## config.mk

```make
export PLATFORM = sky130hd
export DESIGN_NAME = line_edge_peak_locator_top
export DESIGN_NICKNAME = d
export VERILOG_FILES = /design/src/rtl/lep_pkg.sv /design/src/rtl/lep_fir.sv /design/src/rtl/lep_peak.sv /design/src/rtl/line_edge_peak_locator_top.sv
export SDC_FILE = /design/constraint.sdc
export NUM_CORES = 1
export LEC_CHECK = 0
export BUFFER_PORTS_ARGS = -buffer_cell sky130_fd_sc_hd__buf_2
export CAP_MARGIN = 20
export CORE_ASPECT_RATIO = 1.1
export CORE_MARGIN = 3
export CORE_UTILIZATION = 59
export DETAILED_ROUTE_END_ITERATION = 10
export PLACE_DENSITY_LB_ADDON = 0.05
export SLEW_MARGIN = 10
export SYNTH_ARGS = -nofsm -noshare
export SYNTH_HDL_FRONTEND = slang
export SYNTH_SLANG_ARGS = --single-unit
```

## constraint.sdc

```tcl
create_clock -name aclk -period 9.6 [get_ports aclk]
set_input_delay 1.92 -clock aclk [delete_from_list [all_inputs] [get_ports aclk]]
set_output_delay 1.92 -clock aclk [all_outputs]
set_load 0.005 [all_outputs]
```

## src/rtl/lep_pkg.sv

```systemverilog
// Shared types, constants and register codes of the line edge peak locator.
package lep_pkg;

    // Default build values
    localparam int LINE_LENGTH_DEF = 128;
    localparam int SAMPLE_BITS_DEF = 12;

    // Fixed field widths
    localparam int PIXEL_W    = 12;
    localparam int S_TDATA_W  = 16;
    localparam int POS_W      = 7;
    localparam int DISP_W     = 8;
    localparam int M_TDATA_W  = 16;
    localparam int TAP_W      = 4;
    localparam int MARGIN_W   = 6;
    localparam int CFG_IDX_W  = 2;
    localparam int CFG_DATA_W = 6;

    // Register reset values
    localparam logic [TAP_W-1:0]    TAP_CURRENT_RST  = 4'h1;
    localparam logic [TAP_W-1:0]    TAP_ONE_BACK_RST = 4'h0;
    localparam logic [TAP_W-1:0]    TAP_TWO_BACK_RST = 4'hF;
    localparam logic [MARGIN_W-1:0] EDGE_MARGIN_RST  = 6'd4;

    // Register indexes on the config port
    typedef enum logic [CFG_IDX_W-1:0] {
        CFG_TAP_CURRENT  = 2'd0,
        CFG_TAP_ONE_BACK = 2'd1,
        CFG_TAP_TWO_BACK = 2'd2,
        CFG_EDGE_MARGIN  = 2'd3
    } cfg_reg_t;

    // Live configuration
    typedef struct packed {
        logic signed [TAP_W-1:0] tap_current;
        logic signed [TAP_W-1:0] tap_one_back;
        logic signed [TAP_W-1:0] tap_two_back;
        logic [MARGIN_W-1:0]     edge_margin;
    } lep_cfg_t;

    // Side info traveling with each filter response
    typedef struct packed {
        logic             last;
        logic             in_window;
        logic [POS_W-1:0] pos;
    } lep_tag_t;

endpackage

```

## src/rtl/lep_fir.sv

```systemverilog
// Input register, delay line, pixel counter and 3-tap FIR with response register.
module lep_fir
    import lep_pkg::*;
#(
    parameter int LINE_LENGTH = LINE_LENGTH_DEF,
    parameter int SAMPLE_BITS = SAMPLE_BITS_DEF
) (
    input  logic                          aclk,
    input  logic                          aresetn,
    input  lep_cfg_t                      cfg,
    input  logic                          s_tvalid,
    output logic                          s_tready,
    input  logic [PIXEL_W-1:0]            pixel,
    input  logic                          s_tlast,
    output logic                          resp_valid,
    output logic signed [SAMPLE_BITS+5:0] resp,
    output lep_tag_t                      resp_tag,
    input  logic                          resp_take
);

    localparam int RESP_W = SAMPLE_BITS + 6;
    localparam int CNT_W  = $clog2(LINE_LENGTH + 1);
    localparam int SUM_W  = ((CNT_W > MARGIN_W) ? CNT_W : MARGIN_W) + 1;

    // Input stage
    logic                   in_valid_reg;
    logic [SAMPLE_BITS-1:0] x_reg;
    logic                   last_reg;

    // Line state
    logic [SAMPLE_BITS-1:0] dl0_reg, dl1_reg;
    logic [CNT_W-1:0]       cnt_reg;

    // Response stage
    logic                     resp_valid_reg;
    logic signed [RESP_W-1:0] resp_reg;
    lep_tag_t                 tag_reg;

    logic resp_free, in_move, in_accept;
    logic signed [TAP_W-1:0]     tc, t1, t2;
    logic signed [SAMPLE_BITS:0] xs, d0s, d1s;
    logic signed [RESP_W-1:0]    p0, p1, p2, sum_next;
    logic [SUM_W-1:0]            idx_ext, margin_ext, far_end;
    logic                        in_window_next;

    // Stage hand-off
    assign resp_free = !resp_valid_reg || resp_take;
    assign in_move   = in_valid_reg && resp_free;
    assign s_tready  = !in_valid_reg || in_move;
    assign in_accept = s_tvalid && s_tready;

    // Filter products, samples taken as non-negative
    assign tc  = cfg.tap_current;
    assign t1  = cfg.tap_one_back;
    assign t2  = cfg.tap_two_back;
    assign xs  = $signed({1'b0, x_reg});
    assign d0s = $signed({1'b0, dl0_reg});
    assign d1s = $signed({1'b0, dl1_reg});
    assign p0  = RESP_W'(tc) * RESP_W'(xs);
    assign p1  = RESP_W'(t1) * RESP_W'(d0s);
    assign p2  = RESP_W'(t2) * RESP_W'(d1s);
    assign sum_next = p0 + p1 + p2;

    // Search window: margin <= idx < LINE_LENGTH - margin
    assign idx_ext    = SUM_W'(cnt_reg);
    assign margin_ext = SUM_W'(cfg.edge_margin);
    assign far_end    = idx_ext + margin_ext;
    assign in_window_next = (idx_ext >= margin_ext) && (far_end < SUM_W'(LINE_LENGTH));

    always_ff @(posedge aclk) begin
        if (!aresetn) begin
            in_valid_reg   <= 1'b0;
            resp_valid_reg <= 1'b0;
            dl0_reg        <= '0;
            dl1_reg        <= '0;
            cnt_reg        <= '0;
        end else begin
            // input register
            if (in_accept) begin
                in_valid_reg <= 1'b1;
                x_reg        <= SAMPLE_BITS'(pixel);
                last_reg     <= s_tlast;
            end else if (in_move) begin
                in_valid_reg <= 1'b0;
            end

            // filter step and line bookkeeping
            if (in_move) begin
                resp_valid_reg    <= 1'b1;
                resp_reg          <= sum_next;
                tag_reg.last      <= last_reg;
                tag_reg.in_window <= in_window_next;
                tag_reg.pos       <= POS_W'(cnt_reg);
                if (last_reg) begin
                    dl0_reg <= '0;
                    dl1_reg <= '0;
                    cnt_reg <= '0;
                end else begin
                    dl0_reg <= x_reg;
                    dl1_reg <= dl0_reg;
                    if (cnt_reg < CNT_W'(LINE_LENGTH)) begin
                        cnt_reg <= cnt_reg + 1'b1;
                    end
                end
            end else if (resp_take) begin
                resp_valid_reg <= 1'b0;
            end
        end
    end

    assign resp_valid = resp_valid_reg;
    assign resp       = resp_reg;
    assign resp_tag   = tag_reg;

endmodule

```

## src/rtl/lep_peak.sv

```systemverilog
// Peak tracker, position slots and result register.
module lep_peak
    import lep_pkg::*;
#(
    parameter int SAMPLE_BITS = SAMPLE_BITS_DEF
) (
    input  logic                          aclk,
    input  logic                          aresetn,
    input  logic                          resp_valid,
    input  logic signed [SAMPLE_BITS+5:0] resp,
    input  lep_tag_t                      resp_tag,
    output logic                          resp_take,
    output logic                          m_tvalid,
    input  logic                          m_tready,
    output logic [M_TDATA_W-1:0]          m_tdata,
    output logic                          m_tuser
);

    localparam int RESP_W = SAMPLE_BITS + 6;

    // Search state
    logic signed [RESP_W-1:0] best_reg;
    logic [POS_W-1:0]         best_pos_reg;
    logic                     found_reg;

    // Slots
    logic             slot_reg;
    logic [POS_W-1:0] prev_reg, pres_reg;

    // Result register
    logic              out_valid_reg;
    logic [POS_W-1:0]  out_pos_reg;
    logic              out_found_reg;
    logic              out_slot_reg;
    logic [DISP_W-1:0] out_disp_reg;

    logic             out_free, hit;
    logic             found_next;
    logic [POS_W-1:0] best_pos_next, prev_next, pres_next;

    // A line-end word waits only for room in the result register
    assign out_free  = !out_valid_reg || m_tready;
    assign resp_take = resp_valid && (!resp_tag.last || out_free);

    // First strictly greater response inside the window
    assign hit           = resp_tag.in_window && (resp > best_reg);
    assign found_next    = found_reg || hit;
    assign best_pos_next = hit ? resp_tag.pos : best_pos_reg;

    // Slot update at line end, kept when nothing was found
    assign prev_next = (found_next && !slot_reg) ? best_pos_next : prev_reg;
    assign pres_next = (found_next && slot_reg)  ? best_pos_next : pres_reg;

    always_ff @(posedge aclk) begin
        if (!aresetn) begin
            best_reg      <= '0;
            best_pos_reg  <= '0;
            found_reg     <= 1'b0;
            slot_reg      <= 1'b0;
            prev_reg      <= '0;
            pres_reg      <= '0;
            out_valid_reg <= 1'b0;
        end else begin
            if (resp_take && resp_tag.last) begin
                // close the line
                prev_reg      <= prev_next;
                pres_reg      <= pres_next;
                slot_reg      <= !slot_reg;
                best_reg      <= '0;
                best_pos_reg  <= '0;
                found_reg     <= 1'b0;
                out_valid_reg <= 1'b1;
                out_pos_reg   <= slot_reg ? pres_next : prev_next;
                out_found_reg <= found_next;
                out_slot_reg  <= slot_reg;
                out_disp_reg  <= DISP_W'({1'b0, pres_next}) - DISP_W'({1'b0, prev_next});
            end else begin
                if (resp_take && hit) begin
                    best_reg     <= resp;
                    best_pos_reg <= resp_tag.pos;
                    found_reg    <= 1'b1;
                end
                if (m_tready) begin
                    out_valid_reg <= 1'b0;
                end
            end
        end
    end

    assign m_tvalid = out_valid_reg;
    assign m_tdata  = {out_disp_reg, out_found_reg, out_pos_reg};
    assign m_tuser  = out_slot_reg;

endmodule

```

## src/rtl/line_edge_peak_locator_top.sv

```systemverilog
// Top level of the line edge peak locator: config registers and the two pipeline parts.
// Result path: the result word of a line reaches m_tvalid after its line-end pixel is
//   accepted, through the input register, FIR response register and result register.
// Throughput: one pixel per cycle; input stalls only while a line-end word waits
//   for a result register that m_tready has not yet emptied.
// Reset: synchronous, active-low aresetn restores the register defaults, clears
//   the delay line, counter, peak search and both slots, and empties all stages.
module line_edge_peak_locator_top
    import lep_pkg::*;
#(
    parameter int LINE_LENGTH = LINE_LENGTH_DEF,
    parameter int SAMPLE_BITS = SAMPLE_BITS_DEF
) (
    input  logic                  aclk,
    input  logic                  aresetn,
    // pixel stream
    input  logic                  s_tvalid,
    output logic                  s_tready,
    input  logic [S_TDATA_W-1:0]  s_tdata,   // [11:0] pixel_value, [15:12] zero
    input  logic                  s_tlast,   // line_end
    // result stream
    output logic                  m_tvalid,
    input  logic                  m_tready,
    output logic [M_TDATA_W-1:0]  m_tdata,   // [6:0] peak_position, [7] peak_found,
                                             // [15:8] displacement
    output logic                  m_tuser,   // slot_written
    // config writes
    input  logic                  cfg_valid,
    output logic                  cfg_ready,
    input  logic [CFG_IDX_W-1:0]  cfg_index,
    input  logic [CFG_DATA_W-1:0] cfg_data
);

    lep_cfg_t cfg_reg;

    logic                          resp_valid, resp_take;
    logic signed [SAMPLE_BITS+5:0] resp;
    lep_tag_t                      resp_tag;

    // Config registers, always ready
    assign cfg_ready = 1'b1;

    always_ff @(posedge aclk) begin
        if (!aresetn) begin
            cfg_reg.tap_current  <= TAP_CURRENT_RST;
            cfg_reg.tap_one_back <= TAP_ONE_BACK_RST;
            cfg_reg.tap_two_back <= TAP_TWO_BACK_RST;
            cfg_reg.edge_margin  <= EDGE_MARGIN_RST;
        end else if (cfg_valid && cfg_ready) begin
            case (cfg_reg_t'(cfg_index))
                CFG_TAP_CURRENT:  cfg_reg.tap_current  <= cfg_data[TAP_W-1:0];
                CFG_TAP_ONE_BACK: cfg_reg.tap_one_back <= cfg_data[TAP_W-1:0];
                CFG_TAP_TWO_BACK: cfg_reg.tap_two_back <= cfg_data[TAP_W-1:0];
                CFG_EDGE_MARGIN:  cfg_reg.edge_margin  <= cfg_data[MARGIN_W-1:0];
                default: ;
            endcase
        end
    end

    lep_fir #(
        .LINE_LENGTH(LINE_LENGTH),
        .SAMPLE_BITS(SAMPLE_BITS)
    ) u_fir (
        .aclk      (aclk),
        .aresetn   (aresetn),
        .cfg       (cfg_reg),
        .s_tvalid  (s_tvalid),
        .s_tready  (s_tready),
        .pixel     (s_tdata[PIXEL_W-1:0]),
        .s_tlast   (s_tlast),
        .resp_valid(resp_valid),
        .resp      (resp),
        .resp_tag  (resp_tag),
        .resp_take (resp_take)
    );

    lep_peak #(
        .SAMPLE_BITS(SAMPLE_BITS)
    ) u_peak (
        .aclk      (aclk),
        .aresetn   (aresetn),
        .resp_valid(resp_valid),
        .resp      (resp),
        .resp_tag  (resp_tag),
        .resp_take (resp_take),
        .m_tvalid  (m_tvalid),
        .m_tready  (m_tready),
        .m_tdata   (m_tdata),
        .m_tuser   (m_tuser)
    );

endmodule

```

==> results.md, run 1 <==
* Die area at 22,600 sq um
* Vias per cell at 5.58
* Final worst-path cycle share at 65.5%
* Number of max-cap violations at 0
* Power Dens Cells at 153 nW/um^2
* CTS resizes at 0
* Gr ovfl total at 0
* Async SR Flop Fraction at 0%
* FMAX at 159 MHz
* Height of the chip at 157 um
* Critical path arrival at 6.47 ns
* Worst r2r src: cfg_reg[9]
* Run status: completed
* CTS Root Cell: clkbuf_16
* WL final at 24.0 mm
* Die W at 144 um
* EDFF count, synth at 57
* Mapped Cells at 1,239
* Synth area leader: ha_1
* Clk slew on worst S/H paths at 0.07 ns
* Nets at 1,531
* Final setup TNS at 0 ns
* 1st-pass router iterations at 5
* Max transition margin at 33.9%
* Multiplexer share of the synthesized area at 3.67%
* Residual DRC at 0
* Vias in the first global route at 8,324
* Ant diodes at 0
* CP Max Fanout at 15
* Worst-skew pair later-pin latency at 0.43 ns
* Post-Syn Area at 12,300 sq um
* Worst setup EP type: register
* Iter 0 DRT Violations at 332
* Clock tree buffer depth at 2
* Largest family of logic cells by synthesized area: adder cells
* Core area at 20,100 sq um
* R2R cell count at 23
* Hold Buf Count CTS at 0
* Top-area cell type share of the netlist area at 15.6%
* IO Port Bufs at 44
* Setup repair after global routing missed its margin: false
* Post-synth net total at 1,504
* Worst Hold Class: register to register
* Initial antenna violation count at 0
* Hold Path Sink: u_peak.best_reg[13]
* Hold Path Origin: u_peak.best_reg[13]
* Synth warnings at 0
* Final Hold Vio Count at 0
* FP Rows at 54
* Dominant cells by area after synthesis: ha_1 (16%), dfxtp_1 (15%), edfxtp_1 (14%)
* GRT Total Usage at 22.4%
* I/O Pins at 50
* First-pass GRT wire length at 40.4 mm
* Clk sinks at 151
* Slew Viols, Final at 0
* Sequential share of the synthesized area at 29.3%
* Complex-gate fraction of the synthesized area at 12.0%
* H-tree levels at 4
* Layout area overhead at 7.80%
* CTS buffer count at 17
* Setup-failing EPs final at 0
* Main synth FF type: dfxtp_1
* Flops & latches, synth at 151
* Hold Crit Depth at 2
* Synth unique cells at 66
* Worst EP required at 9.78 ns
* Crit Reg-Reg Endpoint: u_fir.resp[17]
* Crit path kind: register to register
* Initial Util at 61.0%
* GPL Wtd Cong at 0.781
* TritonCTS clock tree: done
* Total power at 2.02 mW
* Routed length per instance at 15.7 um
* Tightest Pin Transition at 0.992 ns
* Antenna viol nets, final at 0
* Most common cell in the netlist: ha_1
* Layout cells sized above 1 at 8.29%
* VDD IR max at 137 uV
* Postcts setup bufs at 0
* Register-to-register path setup slack at 3.31 ns
* Vias at 8,549
* Tmin final at 6.29 ns
* Critical Path Source Type: register
* LEAKAGE at 6.23 nW
* Syn avg cell area at 9.91 sq um
* DP Wirelength at 19.0 mm
* Largest net degree at the start of global routing at 45
* Simple-gate portion of the synthesized area at 16.3%
* Top cells by count, synth: ha_1 (153), nand2_1 (116), inv_1 (115)
* Post-synthesis adder-cell area fraction at 29.0%
* XOR/XNOR Fraction of Synth Area at 4.42%
* Layout Skew at 0.0130 ns
worst max-delay path, cell delays in order, from the launching register on:
cell      delay (ns)
dfxtp_1         0.69
nand2b_1        0.16
fa_1            0.52
fa_1            0.54
inv_1           0.05
fa_1            0.45
ha_1            0.23
inv_1           0.07
fa_1            0.20
nor2b_1         0.06
o21a_1          0.18
o21ai_1         0.12
nand2b_1        0.09
a31o_1          0.25
a41o_1          0.27
o41ai_1         0.35
xor2_1          0.16
fa_1            0.56
inv_1           0.04
ha_1            0.34
and3_1          0.20
a211o_1         0.28
a21oi_1         0.17
xnor2_1         0.08
kinds of logic after synthesis:
logic type	Yosys count
flip-flops	151
XOR/XNOR	62
buffers and inverters	154
adder cells (fa/ha/maj)	235
AND/OR/NAND/NOR	387
other	1
multiplexers	38
AO/OA/AOI/OAI	211
worst max-delay path by stage:
stage	cells after the start	end	from	slack [ns]
floorplan	24	u_fir.resp[17]	cfg_reg[8]	3.86
global placement	23	u_fir.resp[17]	cfg_reg[9]	3.36
detailed placement	23	u_fir.resp[17]	cfg_reg[9]	3.34
CTS	23	u_fir.resp[17]	cfg_reg[9]	3.32
global route	23	u_fir.resp[17]	cfg_reg[9]	2.92
finish	23	u_fir.resp[17]	cfg_reg[9]	3.31
stage by stage:
stage	util [%]	worst slack (ns)	instance area, sq um	hold slack [ns]	cells
floorplan	-	3.86	12300	0.409	1239
CTS	65.7	3.32	13200	0.457	1531
global placement	62.6	3.36	12600	0.442	1499
finish	65.7	3.31	13200	0.455	1531
detailed placement	62.6	3.34	12600	0.447	1499
global route	65.7	2.92	13200	0.475	1531
area by class of cell:
| type | count | area (sq um) |
|---|---|---|
| inverter | 116 | 435 |
| timing repair buffer | 46 | 235 |
| clock buffer | 18 | 450 |
| sequential | 151 | 3590 |
| fill | 1660 | 6900 |
| clock inverter | 14 | 170 |
| tap | 252 | 315 |
| multi-input combinational | 934 | 8030 |
per-layer routing:
metal,up-vias,global-route usage [%],wire [um]
li1,4281,-,-
met1,4130,30.2,11200
met2,121,38.3,11800
met3,17,3.31,620
met4,0,5.29,298
met5,-,0,0
power by group:
group	switching [mW]	total (mW)	leakage (nW)	internal, mW
sequential	0.0272	0.745	1.29	0.718
clock	0.313	0.703	0.308	0.390
combinational	0.315	0.575	4.63	0.261
total	0.654	2.02	6.23	1.37
cells in the final DEF (no fill, tap or decap), drive strengths merged, types with 11 or more instances in the layout:
cell,instances
nand2,116
fa,82
xor2,35
a22o,24
nor2b,31
edfxtp,57
dfxtp,94
clkbuf,18
ha,153
and3,12
a21oi,70
nor2,62
inv,126
mux2i,38
xnor2,27
o211a,14
a21o,20
buf,46
nor3,16
nand3,15
and2,95
o21ai,27
o21a,11
nand2b,15
Power figures use the tool's default switching activity.
==> run 2, diff against run 1 <==
==> constraint.sdc (replaced) <==
create_clock -name aclk -period 6 [get_ports aclk]
set_input_delay 1.2 -clock aclk [delete_from_list [all_inputs] [get_ports aclk]]
set_output_delay 1.2 -clock aclk [all_outputs]
set_load 0.005 [all_outputs]
==> run 2 against run 1 <==
  * Combinational power increased by 74%
  * Via count increased by 0.42%
  * Count of clock-buffer cells in the layout decreased by 1
  * Worst hold slack about the same
  * Critical endpoint unchanged
  * Routed wire length about the same
  * First-iteration DRC count increased by 4.2%
  * Register-to-register slack got worse by 3.0 ns
  * Highest routed layer unchanged
  * Critical path depth unchanged
==> results.md, run 2 (synthesis gave the netlist of run 1 again) <==
* Post-layout util at 67.0% (+1.3 points)
* Worst-skew pair later-pin latency at 0.42 ns (about the same)
* IO Port Bufs at 44 (unchanged)
* Max transition margin at 29.0% (-4.9 points)
* Met3 usage at 3.10% (-0.21 points)
* 1st-pass router iterations at 4 (-1)
* Vias at 8,585 (+0.42%)
* H-tree levels at 4 (unchanged)
* Run status: completed
* Met1 Use GR at 29.8% (-0.41 points)
* CTS Root Cell: clkbuf_16
* Final worst-path cycle share at 95.5% (+30 points)
* First-pass GRT wire length at 40.5 mm (+0.19%)
* Die W at 144 um (unchanged)
* Layout area overhead at 9.89%
* I/O Pins at 50 (unchanged)
* FMAX at 174 MHz (+9.8%)
* Ant diodes at 0 (unchanged)
* Clk slew on worst S/H paths at 0.07 ns (about the same)
* Clock tree buffer depth at 2 (unchanged)
* Critical path arrival at 5.90 ns (-0.57 ns)
* Tightest Pin Transition at 1.06 ns (+0.0731 ns)
* Worst r2r src: u_fir.dl1_reg[2]
* LEAKAGE at 6.35 nW (+1.9%)
* Hold Buf Count CTS at 0 (unchanged)
* DP Wirelength at 19.1 mm (+0.38%)
* Met2 Resource Use GR at 38.5% (+0.22 points)
* Commonest cells after routing, fill and taps aside: ha_1 (149), nand2_1 (116), inv_1 (112)
* Hold Path Origin: u_peak.best_reg[12]
* WL final at 24.0 mm (about the same)
* Crit path kind: register to register
* Residual DRC at 0 (unchanged)
* Setup repair after global routing missed its margin: false
* Slew Viols, Final at 0 (unchanged)
* Largest net degree at the start of global routing at 45 (unchanged)
* Power Dens Cells at 241 nW/um^2 (+57%)
* R2R cell count at 23 (unchanged)
* VDD IR max at 186 uV (+36%)
* FILL cells at 1,672 (+0.72%)
* Nets at 1,558 (+1.8%)
* Setup-failing EPs final at 0 (unchanged)
* Die area at 22,600 sq um (unchanged)
* Gr ovfl total at 0 (unchanged)
* TritonCTS clock tree: done
* Core area at 20,100 sq um (unchanged)
* GRT Total Usage at 22.3% (-0.066 points)
* Hold Crit Depth at 2 (unchanged)
* Hold Path Sink: u_peak.best_reg[12]
* Critical Path Source Type: register
* Crit Reg-Reg Endpoint: u_fir.resp[17]
* Layout Skew at 0.0102 ns (-0.00278 ns)
* Final Hold Vio Count at 0 (unchanged)
* Most Crowded Layer GR: met2
* Register-to-register path setup slack at 0.27 ns (-3.04 ns)
* Antenna viol nets, final at 0 (unchanged)
* Worst setup EP type: register
* Height of the chip at 157 um (unchanged)
* Number of max-cap violations at 0 (unchanged)
* Worst Hold Class: register to register
* Vias in the first global route at 8,508 (+2.2%)
* Initial antenna violation count at 0 (unchanged)
* GPL Wtd Cong at 0.801 (+2.5%)
* FP Rows at 54 (unchanged)
* Vias per cell at 5.51 (-1.3%)
* Worst hold slack at 0.455 ns (-0.0000940 ns)
* Initial Util at 61.0% (unchanged)
* Worst EP required at 6.17 ns (-3.61 ns)
* Final setup TNS at 0 ns (unchanged)
* CTS buffer count at 17 (unchanged)
* Routed length per instance at 15.4 um (-1.7%)
* Leading cell type in the layout, fill and taps excluded: ha_1
* Tmin final at 5.73 ns (-0.559 ns)
* Iter 0 DRT Violations at 346 (+4.2%)
* Layout cells sized above 1 at 11.7% (+3.4 points)
* Clk sinks at 151 (unchanged)
* CP Max Fanout at 5 (-10)
[run 2: metal layers]
metal  vias up  routed length (um)
li1       4338                   -
met1      4128               11400
met2        97               11700
met3        22                 592
met4         0                 333
met5         -                   0
[run 2: worst max path at each step]
stage,startpoint,slack [ns],cells past startpoint,endpoint
after floorplan,cfg_reg[8],0.26,24,u_fir.resp[17]
after global placement,u_fir.x_reg[0],0.14,25,u_fir.resp[17]
after detailed placement,u_fir.x_reg[0],0.08,24,u_fir.resp[16]
after CTS,u_fir.x_reg[0],0.06,24,u_fir.resp[16]
after global routing,u_fir.x_reg[0],0.003,25,u_fir.resp[16]
final,u_fir.dl1_reg[2],0.27,23,u_fir.resp[17]
[run 2: critical path, stage by stage, from the launching register on]
cell and delay [ns]:
dfxtp_2 0.37, nand2_1 0.08, fa_1 0.51, fa_1 0.54, inv_1 0.05, fa_1 0.45
ha_2 0.21, inv_1 0.07, fa_2 0.20, nor2b_1 0.05, o21a_1 0.17, o21ai_1 0.12
nand2b_1 0.09, a31o_1 0.24, a41o_1 0.28, o41ai_2 0.35, xor2_1 0.14, fa_1 0.55
inv_1 0.04, ha_1 0.31, and3_1 0.19, a211o_1 0.26, a21oi_2 0.13, xnor2_1 0.07
[run 2: stage by stage]
step                      instances  cell area (sq um)  power (mW)  worst slack (ns)
after floorplan                1239              12300        1.96             0.261
after global placement         1523              12800        2.14             0.135
after detailed placement       1523              12800        2.16            0.0832
after CTS                      1555              13400        3.23            0.0633
after global routing           1558              13500        3.46           0.00282
final                          1558              13500        3.24             0.268
[run 2: what timing repair did]
item,CTS,global route
setup buffers,0,3
endpoints found under the setup margin,0,4
gates resized for setup,0,24
[run 2: layout make-up]
cell class | instances | area, sq um | area share [%]
Multi-Input combinational cell | 934 | 8120 | 60.2
Clock inverter | 15 | 158 | 1.17
Sequential cell | 151 | 3600 | 26.7
Tap cell | 252 | 315 | 2.34
Inverter | 116 | 435 | 3.23
Timing Repair Buffer | 73 | 438 | 3.25
Clock buffer | 17 | 425 | 3.15
[run 2: power breakdown]
part           switching (mW)  internal, mW
sequential             0.0339          1.15
clock                   0.471         0.588
combinational           0.532         0.471
